## src/rtl/clbt_pkg.sv

```systemverilog
package clbt_pkg;

    // Table geometry
    localparam int NUM_CORES = 16;
    localparam int ID_BITS   = 8;

    // Fixed field widths
    localparam int MASK_W     = 16;
    localparam int MAXC_W     = 5;
    localparam int CNT_OUT_W  = 5;
    localparam int KIND_W     = 4;
    localparam int CPU_W      = 4;
    localparam int REQ_ID_W   = 8;
    localparam int ST_W       = 2;
    localparam int CFG_IDX_W  = 1;
    localparam int CFG_DATA_W = 16;

    // Internal count wide enough for every core
    localparam int CNT_NEED = $clog2(NUM_CORES + 1);
    localparam int CNT_W    = (CNT_NEED > CNT_OUT_W) ? CNT_NEED : CNT_OUT_W;

    localparam logic [ID_BITS-1:0] NOBODY = '0;

    localparam logic [ST_W-1:0] ST_DISABLED = 2'd0;
    localparam logic [ST_W-1:0] ST_BUSY     = 2'd1;
    localparam logic [ST_W-1:0] ST_LENT     = 2'd2;

    localparam logic [CFG_IDX_W-1:0] REG_PUBLIC_MASK       = 1'd0;
    localparam logic [CFG_IDX_W-1:0] REG_PUBLIC_AFTER_EXIT = 1'd1;

    typedef enum logic [KIND_W-1:0] {
        K_CLAIM        = 4'd0,
        K_RELEASE      = 4'd1,
        K_LEND         = 4'd2,
        K_RECLAIM      = 4'd3,
        K_ACQUIRE      = 4'd4,
        K_CHK_BORROWED = 4'd5,
        K_CHK_CLAIMED  = 4'd6,
        K_COLLECT      = 4'd7,
        K_RETURN       = 4'd8,
        K_RECOVER      = 4'd9
    } t_kind;

    // Request item as it arrives on the input channel
    typedef struct packed {
        logic [KIND_W-1:0]   req_type;
        logic [REQ_ID_W-1:0] requester;
        logic [CPU_W-1:0]    cpu;
        logic                force_req;
        logic [MAXC_W-1:0]   max_count;
        logic [MASK_W-1:0]   aff_mask;
    } t_req_item;

    // Result item on the output channel
    typedef struct packed {
        logic                 granted;
        logic [CNT_OUT_W-1:0] count;
        logic [MASK_W-1:0]    mask_out;
    } t_rsp_item;

    // Configuration write
    typedef struct packed {
        logic [CFG_IDX_W-1:0]  index;
        logic [CFG_DATA_W-1:0] value;
    } t_cfg_item;

    // Request held for the whole walk along the cells
    typedef struct packed {
        t_kind             kind;
        logic [ID_BITS-1:0] me;
        logic [CPU_W-1:0]  cpu;
        logic              force_req;
        logic              unlim;
    } t_req;

    // Per-cell control, fixed for one walk
    typedef struct packed {
        logic              sel;
        logic              in_mask;
        logic              pub;
        logic [MASK_W-1:0] core_bit;
    } t_ctl;

    // Token handed from cell to cell
    typedef struct packed {
        logic              pass;
        logic [MAXC_W-1:0] left;
        logic [CNT_W-1:0]  count;
        logic [MASK_W-1:0] mask;
        logic              granted;
    } t_tok;

    function automatic logic [CNT_OUT_W-1:0] sat_count(input logic [CNT_W-1:0] n);
        logic [CNT_W-1:0] lim;
        lim = CNT_W'({CNT_OUT_W{1'b1}});
        return (n > lim) ? {CNT_OUT_W{1'b1}} : n[CNT_OUT_W-1:0];
    endfunction

endpackage

```

## src/rtl/clbt_if.sv

```systemverilog
interface clbt_req_if import clbt_pkg::*; ();
    logic      valid;
    logic      ready;
    t_req_item data;

    modport source (output valid, output data, input ready);
    modport sink   (input valid, input data, output ready);
endinterface

interface clbt_rsp_if import clbt_pkg::*; ();
    logic      valid;
    logic      ready;
    t_rsp_item data;

    modport source (output valid, output data, input ready);
    modport sink   (input valid, input data, output ready);
endinterface

interface clbt_cfg_if import clbt_pkg::*; ();
    logic      valid;
    logic      ready;
    t_cfg_item data;

    modport source (output valid, output data, input ready);
    modport sink   (input valid, input data, output ready);
endinterface

```

## src/rtl/clbt_cell.sv

```systemverilog
module clbt_cell import clbt_pkg::*; (
    input  logic i_clk,
    input  logic i_rst_n,
    input  t_req i_req,
    input  t_ctl i_ctl,
    input  logic i_tok_valid,
    input  t_tok i_tok,
    output logic o_tok_valid,
    output t_tok o_tok
);

    logic [ID_BITS-1:0] r_owner, n_owner;
    logic [ID_BITS-1:0] r_guest, n_guest;
    logic [ST_W-1:0]    r_state, n_state;
    logic               r_tok_valid;
    t_tok               r_tok, n_tok;
    logic               idle, own;

    always_comb begin
        n_owner = r_owner;
        n_guest = r_guest;
        n_state = r_state;
        n_tok   = i_tok;
        idle    = (r_state == ST_LENT) && (r_guest == NOBODY);
        own     = (r_owner == i_req.me);
        if (i_tok_valid) begin
            case (i_req.kind)
                K_CLAIM: begin
                    if (i_ctl.sel && r_owner == NOBODY) begin
                        n_owner = i_req.me;
                        n_state = ST_BUSY;
                        if (r_guest == NOBODY) begin
                            n_guest = i_req.me;
                        end
                        n_tok.granted = 1'b1;
                    end
                end
                K_RELEASE: begin
                    if (own) begin
                        n_owner = NOBODY;
                        if (r_guest == i_req.me) begin
                            n_guest = NOBODY;
                        end
                        n_state = i_ctl.pub ? ST_LENT : ST_DISABLED;
                    end else if (r_guest == i_req.me) begin
                        n_guest = NOBODY;
                    end
                end
                K_LEND: begin
                    if (i_ctl.sel) begin
                        if (own) begin
                            n_state = ST_LENT;
                        end
                        if (r_guest == i_req.me) begin
                            n_guest = NOBODY;
                        end
                    end
                end
                K_RECLAIM: begin
                    if (i_ctl.sel && own) begin
                        n_state = ST_BUSY;
                        if (r_guest == NOBODY) begin
                            n_guest = i_req.me;
                        end
                    end
                end
                K_ACQUIRE: begin
                    if (i_ctl.sel) begin
                        if (own) begin
                            n_state = ST_BUSY;
                            n_tok.granted = 1'b1;
                        end else if (idle) begin
                            n_guest = i_req.me;
                            n_tok.granted = 1'b1;
                        end else if (i_req.force_req && r_guest == r_owner) begin
                            n_guest = i_req.me;
                            n_tok.granted = 1'b1;
                        end
                    end
                end
                K_CHK_BORROWED: begin
                    if (i_ctl.sel) begin
                        if (!own) begin
                            n_tok.granted = 1'b1;
                        end else if (r_guest == NOBODY) begin
                            n_guest = i_req.me;
                            n_tok.granted = 1'b1;
                        end else begin
                            n_tok.granted = (r_guest == i_req.me);
                        end
                    end
                end
                K_CHK_CLAIMED: begin
                    if (i_ctl.sel) begin
                        n_tok.granted = (r_state == ST_DISABLED) ||
                                        (!own && r_state == ST_BUSY);
                    end
                end
                K_COLLECT: begin
                    if ((i_tok.pass || i_ctl.in_mask) && idle && i_tok.left != '0) begin
                        n_guest     = i_req.me;
                        n_tok.mask  = i_tok.mask | i_ctl.core_bit;
                        n_tok.left  = i_tok.left - MAXC_W'(1);
                        n_tok.count = i_tok.count + CNT_W'(1);
                    end
                end
                K_RETURN: begin
                    if (i_ctl.in_mask && !own && r_state != ST_LENT) begin
                        if (r_guest == i_req.me) begin
                            n_guest = r_owner;
                        end
                        n_tok.count = i_tok.count + CNT_W'(1);
                        n_tok.mask  = i_tok.mask & ~i_ctl.core_bit;
                    end
                end
                K_RECOVER: begin
                    if ((i_req.unlim || i_tok.left != '0) && own && !i_ctl.in_mask) begin
                        n_state     = ST_BUSY;
                        n_tok.mask  = i_tok.mask | i_ctl.core_bit;
                        n_tok.count = i_tok.count + CNT_W'(1);
                        if (!i_req.unlim) begin
                            n_tok.left = i_tok.left - MAXC_W'(1);
                        end
                        if (r_guest == NOBODY) begin
                            n_guest = i_req.me;
                        end
                    end
                end
                default: begin
                end
            endcase
        end
    end

    always_ff @(posedge i_clk) begin
        if (!i_rst_n) begin
            r_owner     <= NOBODY;
            r_guest     <= NOBODY;
            r_state     <= ST_DISABLED;
            r_tok_valid <= 1'b0;
        end else begin
            r_owner     <= n_owner;
            r_guest     <= n_guest;
            r_state     <= n_state;
            r_tok_valid <= i_tok_valid;
        end
    end

    always_ff @(posedge i_clk) begin
        r_tok <= n_tok;
    end

    assign o_tok_valid = r_tok_valid;
    assign o_tok       = r_tok;

endmodule

```

## src/rtl/cpu_lend_borrow_table_core.sv

```systemverilog
// Core lend/borrow table. Each core has one cell in a chain that holds its owner id, guest id
// and state (disabled, busy or lent). An accepted request is latched and a token then walks
// the chain one cell per clock, lowest core first; each cell applies the request to its own
// core and hands the running count, limit and mask to its neighbor. Claim, release, lend,
// reclaim, acquire, the checks, return_claimed and recover_some pass through the launch
// register, every cell and the finished-result register into the output register; collect
// walks the chain twice (affine cores first, then all cores) before its result is loaded.
// A request from requester 0, of an unknown type, or naming a core out of range
// is answered with all-zero fields without a walk. One request is in the chain at a time,
// and the input takes the next request as soon as the previous result sits in the output
// register, even if that result is not yet taken. Configuration writes are always accepted
// and must only be issued while no request is open.
module cpu_lend_borrow_table_core import clbt_pkg::*; (
    input  logic       i_clk,
    input  logic       i_rst_n,
    clbt_req_if.sink   i_req_ch,
    clbt_rsp_if.source o_rsp_ch,
    clbt_cfg_if.sink   i_cfg_ch
);

    typedef enum logic [2:0] {
        S_IDLE = 3'b001,
        S_RUN  = 3'b010,
        S_FIN  = 3'b100
    } t_fsm;

    t_fsm              r_fsm;
    t_req              r_req;
    logic [MASK_W-1:0] r_cmask;
    logic [MASK_W-1:0] r_pub_mask;
    logic              r_pae;
    logic              r_launch_v;
    t_tok              r_launch;
    t_rsp_item         r_fin;
    logic              r_out_valid;
    t_rsp_item         r_out;

    // Token chain: entry 0 feeds the first cell, entry NUM_CORES leaves the last one
    logic [NUM_CORES:0] w_tok_v;
    t_tok               w_tok [NUM_CORES+1];
    t_ctl               w_ctl [NUM_CORES];

    t_req_item in_d;
    t_kind     in_kind;
    logic      in_xfer;
    logic      in_single;
    logic      in_bad;
    t_req      in_req;
    t_tok      in_tok;
    t_tok      relaunch;
    logic      out_free;
    logic      chain_done;

    assign in_d    = i_req_ch.data;
    assign in_kind = t_kind'(in_d.req_type);
    assign in_xfer = i_req_ch.valid && i_req_ch.ready;

    // Decode the incoming request and build the first token
    always_comb begin
        in_single = (in_kind == K_CLAIM) || (in_kind == K_LEND) || (in_kind == K_RECLAIM) ||
                    (in_kind == K_ACQUIRE) || (in_kind == K_CHK_BORROWED) ||
                    (in_kind == K_CHK_CLAIMED);
        in_req.kind      = in_kind;
        in_req.me        = ID_BITS'(in_d.requester);
        in_req.cpu       = in_d.cpu;
        in_req.force_req = in_d.force_req;
        in_req.unlim     = (in_d.max_count == '0);
        in_bad = (in_req.me == NOBODY) || (in_d.req_type > K_RECOVER) ||
                 (in_single && int'(in_d.cpu) >= NUM_CORES);

        in_tok.pass    = 1'b0;
        in_tok.left    = in_d.max_count;
        in_tok.count   = '0;
        in_tok.mask    = (in_kind == K_RETURN || in_kind == K_RECOVER) ? in_d.aff_mask : '0;
        in_tok.granted = !(in_kind == K_CLAIM || in_kind == K_ACQUIRE ||
                           in_kind == K_CHK_BORROWED || in_kind == K_CHK_CLAIMED);
    end

    // Token for the second collect pass: the first pass result, marked as pass two
    always_comb begin
        relaunch      = w_tok[NUM_CORES];
        relaunch.pass = 1'b1;
    end

    assign i_req_ch.ready = (r_fsm == S_IDLE);
    assign out_free       = !r_out_valid || o_rsp_ch.ready;
    assign chain_done     = w_tok_v[NUM_CORES];

    // Sequencer: launch, re-launch for the second collect pass, finish, hand off
    always_ff @(posedge i_clk) begin
        if (!i_rst_n) begin
            r_fsm      <= S_IDLE;
            r_launch_v <= 1'b0;
        end else begin
            r_launch_v <= 1'b0;
            case (r_fsm)
                S_IDLE: begin
                    if (in_xfer) begin
                        if (in_bad) begin
                            r_fsm <= S_FIN;
                        end else begin
                            r_launch_v <= 1'b1;
                            r_fsm      <= S_RUN;
                        end
                    end
                end
                S_RUN: begin
                    if (chain_done) begin
                        if (r_req.kind == K_COLLECT && !w_tok[NUM_CORES].pass) begin
                            r_launch_v <= 1'b1;
                        end else begin
                            r_fsm <= S_FIN;
                        end
                    end
                end
                S_FIN: begin
                    if (out_free) begin
                        r_fsm <= S_IDLE;
                    end
                end
                default: begin
                    r_fsm <= S_IDLE;
                end
            endcase
        end
    end

    // Request, launch token and finished result: payload only
    always_ff @(posedge i_clk) begin
        if (in_xfer) begin
            r_req    <= in_req;
            r_cmask  <= in_d.aff_mask;
            r_launch <= in_tok;
            r_fin    <= '0;
        end else if (r_fsm == S_RUN && chain_done) begin
            r_launch <= relaunch;
            r_fin    <= '{granted:  w_tok[NUM_CORES].granted,
                          count:    sat_count(w_tok[NUM_CORES].count),
                          mask_out: w_tok[NUM_CORES].mask};
        end
    end

    // Output register: load the finished result when the slot is free
    always_ff @(posedge i_clk) begin
        if (!i_rst_n) begin
            r_out_valid <= 1'b0;
        end else if (r_fsm == S_FIN && out_free) begin
            r_out_valid <= 1'b1;
        end else if (o_rsp_ch.ready) begin
            r_out_valid <= 1'b0;
        end
    end

    always_ff @(posedge i_clk) begin
        if (r_fsm == S_FIN && out_free) begin
            r_out <= r_fin;
        end
    end

    assign o_rsp_ch.valid = r_out_valid;
    assign o_rsp_ch.data  = r_out;

    // Configuration registers
    assign i_cfg_ch.ready = 1'b1;

    always_ff @(posedge i_clk) begin
        if (!i_rst_n) begin
            r_pub_mask <= '0;
            r_pae      <= 1'b0;
        end else if (i_cfg_ch.valid) begin
            case (i_cfg_ch.data.index)
                REG_PUBLIC_MASK:       r_pub_mask <= i_cfg_ch.data.value[MASK_W-1:0];
                REG_PUBLIC_AFTER_EXIT: r_pae      <= i_cfg_ch.data.value[0];
                default: begin
                end
            endcase
        end
    end

    // Cell chain
    assign w_tok_v[0] = r_launch_v;
    assign w_tok[0]   = r_launch;

    for (genvar k = 0; k < NUM_CORES; k++) begin : g_cell
        assign w_ctl[k].sel = (int'(r_req.cpu) == k);
        if (k < MASK_W) begin : g_masked
            assign w_ctl[k].in_mask  = r_cmask[k];
            assign w_ctl[k].pub      = r_pae || r_pub_mask[k];
            assign w_ctl[k].core_bit = MASK_W'(1) << k;
        end else begin : g_unmasked
            // Cores beyond the mask width have no bit in any mask
            assign w_ctl[k].in_mask  = 1'b0;
            assign w_ctl[k].pub      = r_pae;
            assign w_ctl[k].core_bit = '0;
        end

        clbt_cell u_cell (
            .i_clk       (i_clk),
            .i_rst_n     (i_rst_n),
            .i_req       (r_req),
            .i_ctl       (w_ctl[k]),
            .i_tok_valid (w_tok_v[k]),
            .i_tok       (w_tok[k]),
            .o_tok_valid (w_tok_v[k+1]),
            .o_tok       (w_tok[k+1])
        );
    end

`ifndef NO_ASSERTIONS
    // Only one request token may be in the chain
    a_one_token: assert property (@(posedge i_clk) disable iff (!i_rst_n)
        $onehot0(w_tok_v))
        else $error("more than one token in the cell chain");

    // No token outside a running walk
    a_token_only_running: assert property (@(posedge i_clk) disable iff (!i_rst_n)
        (r_fsm != S_RUN) |-> (w_tok_v == '0))
        else $error("token in the chain while no walk runs");

    // A good request starts a walk in the next cycle
    a_launch: assert property (@(posedge i_clk) disable iff (!i_rst_n)
        (in_xfer && !in_bad) |=> (r_fsm == S_RUN && w_tok_v[0]))
        else $error("accepted request did not launch a token");

    // A reported count never exceeds the number of cores
    a_count_bound: assert property (@(posedge i_clk) disable iff (!i_rst_n)
        o_rsp_ch.valid |-> (int'(o_rsp_ch.data.count) <= NUM_CORES))
        else $error("result count above the number of cores");
`endif

endmodule
```

## src/flat_wrapper.sv

```systemverilog
// flat-port wrapper written by rule: the top's interface ports become plain ports
module cpu_lend_borrow_table_core_flat import clbt_pkg::*;
  (i_clk, i_rst_n, i_req_ch_valid, i_req_ch_data, i_req_ch_ready, o_rsp_ch_valid, o_rsp_ch_data, o_rsp_ch_ready, i_cfg_ch_valid, i_cfg_ch_data, i_cfg_ch_ready);
  clbt_req_if i_req_ch_i ();
  clbt_rsp_if o_rsp_ch_i ();
  clbt_cfg_if i_cfg_ch_i ();
  input  logic i_clk;
  input  logic i_rst_n;
  input wire logic [$bits(i_req_ch_i.valid)-1:0] i_req_ch_valid;
  input wire logic [$bits(i_req_ch_i.data)-1:0] i_req_ch_data;
  output wire logic [$bits(i_req_ch_i.ready)-1:0] i_req_ch_ready;
  output wire logic [$bits(o_rsp_ch_i.valid)-1:0] o_rsp_ch_valid;
  output wire logic [$bits(o_rsp_ch_i.data)-1:0] o_rsp_ch_data;
  input wire logic [$bits(o_rsp_ch_i.ready)-1:0] o_rsp_ch_ready;
  input wire logic [$bits(i_cfg_ch_i.valid)-1:0] i_cfg_ch_valid;
  input wire logic [$bits(i_cfg_ch_i.data)-1:0] i_cfg_ch_data;
  output wire logic [$bits(i_cfg_ch_i.ready)-1:0] i_cfg_ch_ready;
  assign i_req_ch_i.valid = i_req_ch_valid;
  assign i_req_ch_i.data = i_req_ch_data;
  assign i_req_ch_ready = i_req_ch_i.ready;
  assign o_rsp_ch_valid = o_rsp_ch_i.valid;
  assign o_rsp_ch_data = o_rsp_ch_i.data;
  assign o_rsp_ch_i.ready = o_rsp_ch_ready;
  assign i_cfg_ch_i.valid = i_cfg_ch_valid;
  assign i_cfg_ch_i.data = i_cfg_ch_data;
  assign i_cfg_ch_ready = i_cfg_ch_i.ready;
  cpu_lend_borrow_table_core u_core (.i_clk(i_clk), .i_rst_n(i_rst_n), .i_req_ch(i_req_ch_i), .o_rsp_ch(o_rsp_ch_i), .i_cfg_ch(i_cfg_ch_i));
endmodule
```

## config.mk

```make
export PLATFORM = sky130hd
export DESIGN_NAME = cpu_lend_borrow_table_core_flat
export DESIGN_NICKNAME = d
export VERILOG_FILES = /design/src/rtl/clbt_pkg.sv /design/src/rtl/clbt_if.sv /design/src/rtl/clbt_cell.sv /design/src/rtl/cpu_lend_borrow_table_core.sv /design/src/flat_wrapper.sv
export SDC_FILE = /design/constraint.sdc
export NUM_CORES = 2
export LEC_CHECK = 0
export ABC_AREA = 1
export BUFFER_PORTS_ARGS = -buffer_cell sky130_fd_sc_hd__buf_2
export CAP_MARGIN = 20
export CORE_ASPECT_RATIO = 1.5
export CORE_MARGIN = 8
export CORE_UTILIZATION = 30
export DETAILED_ROUTE_END_ITERATION = 12
export GPL_TIMING_DRIVEN = 0
export HOLD_SLACK_MARGIN = 0.1
export SETUP_SLACK_MARGIN = 0.05
export SLEW_MARGIN = 20
export SYNTH_ARGS = -nofsm -noshare
export SYNTH_HDL_FRONTEND = slang
export SYNTH_SLANG_ARGS = --single-unit
```

## constraint.sdc

```tcl
create_clock -name i_clk -period 5 [get_ports i_clk]
set_input_delay 1 -clock i_clk [delete_from_list [all_inputs] [get_ports i_clk]]
set_output_delay 1 -clock i_clk [all_outputs]
set_load 0.02 [all_outputs]
```

==> summary.txt <==
Worst setup path
  • WP data arrival: 4710 ps
  • Most common cell on crit path: nand2_1
  • Critical path class: register to register
  • Crit-path max FO: 10
  • CP Depth: 13
  • Critical-path top delay cell: nor2_1
  • Crit path cell chain: buf_6 > buf_6 > xnor2_1 > nand2_1 > nor2_1 > nand3_1 > nand2_1 > nand2_1 > nor2_2 > buf_2 > nand4_1 > nand2_1 > nor2_1
  • Slowest stage delay, CP: 890 ps
  • Worst setup EP type: register
  • Crit-path leading delay family: simple AND/OR/NAND/NOR gates
  • Reg2Reg Depth: 13
  • WP data required: 5610 ps
  • CP Buf/Inv Count: 3
  • CP startpoint kind: register

Cells and area
  • Layout cell share with drive strength beyond 1: 7.57%
  • Final cell count without fillers: 8418
  • Layout Nets: 6534
  • Layout overhead on the synthesized area: 14.0%

Placement
  • Placed cells: 8257
  • Port bufs: 82
  • Placer Congestion: 1.06
  • HPWL Detailed: 171000 µm

Clocking
  • Clock Sinks: 880
  • Clock transition at path regs: 70 ps
  • CTS buffer count: 86
  • Post CTS Setup Buffer Count: 0
  • CTS tree: built
  • Max H-tree Level: 3
  • Post-CTS sizing: 0
  • Root buffer cell: clkbuf_16
  • Max Buffers Root-to-Sink: 3
  • Post-CTS Hold Buffers: 0
  • Clock Latency Late Sink: 720 ps

Floorplan
  • I/O pin total: 85
  • Die Y: 482 µm
  • Initial Utilization: 30.1%
  • Die area: 157000 µm²
  • Core area: 144000 µm²
  • FP Rows: 171
  • Die width: 326 µm

Timing
  • Relative slew margins: 13.8%
  • Fin crit share: 82.1%
  • Fmax: 244 MHz
  • Fin Clk Skew: 26.9 ps
  • Worst hold-check slack: 310 ps
  • Measured slew at the worst slew-check pin: 1290 ps
  • Final hold violations: 0
  • Minimum clock period: 4100 ps
  • Setup violators final: 0
  • Slew Viols, Final: 0
  • RSZ-0062 raised after global routing: false

Route
  • DRT Wirelength: 217000 µm
  • Pre-antenna DRT Iters: 6
  • Via-to-Cell Ratio: 5.18
  • DRC violations left: 0
  • WL/cell: 25.8 µm
  • DR vias: 43600
  • Antenna Violating Nets Remaining: 0
  • Starting DRT DRC Count: 4225

Global route
  • Grt met1 use: 28.6%
  • Initial antenna violation count: 6
  • GR Util met2: 45.2%
  • Gr usage total: 26.6%
  • GR peak layer: met2
  • Remaining Overflow, GRT: 0
  • Global Route met3 Usage: 3.48%
  • Largest net degree at the start of global routing: 25
  • Vias in the first global route: 41400
  • First-pass GRT wire length: 301000 µm

Yosys
  • Synthesis warning total: 0
  • Asr flop ratio synth: 0%
  • Synth cell count leaders: nand2_1 (1755), dfxtp_1 (802), nor2_1 (796), inv_1 (753), a21oi_1 (389)
  • Register area share after synthesis: 42.4%
  • Avg Inst Size Synth: 6.92 µm²
  • Yosys reg bits: 880
  • Post-Synthesis Cells: 6262
  • Most common flop cell mapped by yosys: dfxtp_1
  • Post-synth top area share: 37.0%
  • Synth area leaders: dfxtp_1 (37%), nand2_1 (15%), nor2_1 (6.9%), inv_1 (6.5%), edfxtp_1 (5.4%)
  • Area of the mapped netlist: 43400 µm²
  • Top-count cell post-synth: nand2_1
  • Syn nets: 6354
  • Top cell type by total area after synthesis: dfxtp_1
  • Netlist cell types: 53
  • Post-synth EDFFs: 78

Power and ir drop
  • Flop pwr share: 42.8%
  • Power share of the clock group: 38.9%
  • Combinational Power Share: 18.3%
  • Peak supply drop: 0.367 mV
  • Total power: 18.5 mW
  • Pleak: 21.2 nW
  • Pwr/cell area: 375 nW/µm²
  • Sw Ratio: 32.3%
  • P_int: 12.5 mW
  • Switch Pwr: 6.00 mW

Status
  • Status: finished clean

Hold path
  • Cell count of the worst hold path: 0
  • Worst hold path type: register to register

Flow run
  • MaxCap Viol Count: 0
## power by group through the flow
stage	combinational (mW)	clock, mW	sequential [mW]
global route	3.50	7.57	7.98
detailed placement	3.30	0	8.08
CTS	3.31	7.34	7.94
floorplan	1.75	0	7.96
global placement	3.25	0	8.09
finish	3.39	7.22	7.93
## worst register-to-register path, stage by stage (launching register included)
cell and delay, ps:
edfxtp_1 340, buf_6 190, buf_6 310, xnor2_1 180
nand2_1 90, nor2_1 890, nand3_1 240, nand2_1 210
nand2_1 80, nor2_2 590, buf_2 530, nand4_1 210
nand2_1 100, nor2_1 50
## sequential cells by signal, indices dropped and copies added (netlist names), 18 cells and up
register and flops:
u_core.r_req 18, u_core.g_cell.u_cell.r_guest 128, u_core.r_fin 22, u_core.g_cell.u_cell.o_tok 448, u_core.r_launch 28, u_core.g_cell.u_cell.r_state 32, u_core.o_rsp_ch.data 22, u_core.g_cell.u_cell.r_owner 128
## cell families after synthesis
group / count (synthesis) / synth area share, %
buf+inv: 982 / 9.24
fa+ha+maj: 32 / 0.924
simple gates: 3322 / 33.0
compound gates: 835 / 10.1
flops: 880 / 42.4
other cells: 1 / 0.00865
xor+xnor: 210 / 4.24
## per-stage QoR
stage	setup TNS (ps)	worst slack (ps)	util (%)	cell area, µm²
2_1_floorplan	0	844	-	43400
3_3_place_gp	-207690	-3230	32.0	46100
3_5_place_dp	0	1090	32.1	46300
4_1_cts	0	1050	34.3	49400
5_1_grt	0	923	34.3	49400
6_report	0	897	34.3	49400
## area by class of cell
cell class | instances | area (µm²)
Fill cell | 15600 | 94800
Buffer | 201 | 1080
Clock buffer | 114 | 2400
Multi-Input combinational cell | 4400 | 21000
Inverter | 781 | 2940
Antenna cell | 4 | 10.0
Timing Repair Buffer | 92 | 552
Sequential cell | 880 | 18400
Clock inverter | 43 | 688
Tap cell | 1903 | 2380
## cells in the final DEF, fill, tap and decap left out, types with 23 or more instances in the layout
cell type,n
xnor2_1,179
clkbuf_1,72
nand3_1,319
nand4_1,241
nand2_1,1754
nor2_1,792
o21ai_0,338
nor2_2,26
buf_4,23
dfxtp_1,802
nor3_1,60
xor2_1,31
buf_2,162
ha_1,32
inv_1,753
edfxtp_1,78
a21oi_1,389
clkbuf_16,88
nor2_4,32
## final timing paths
check,startpoint,end,slack [ps]
worst min-delay path,u_core.g_cell[5].u_cell.o_tok[9]$_DFF_P_,u_core.g_cell[6].u_cell.o_tok[9]$_DFF_P_,310
worst max register to register,u_core.r_req[6]$_DFFE_PP_,u_core.g_cell[13].u_cell.r_guest[0]$_SDFFE_PN0P_,900
worst max-delay path,u_core.r_req[6]$_DFFE_PP_,u_core.g_cell[13].u_cell.r_guest[0]$_SDFFE_PN0P_,900
worst min register to register,u_core.g_cell[5].u_cell.o_tok[9]$_DFF_P_,u_core.g_cell[6].u_cell.o_tok[9]$_DFF_P_,310
## layer usage
metal / vias to the layer above / part of all wire (%)
met5: - / 0
met4: 0 / 11
met3: 716 / 6.3
met2: 2061 / 47
met1: 20500 / 36
li1: 20300 / -
(Power assumes the default switching activity.)
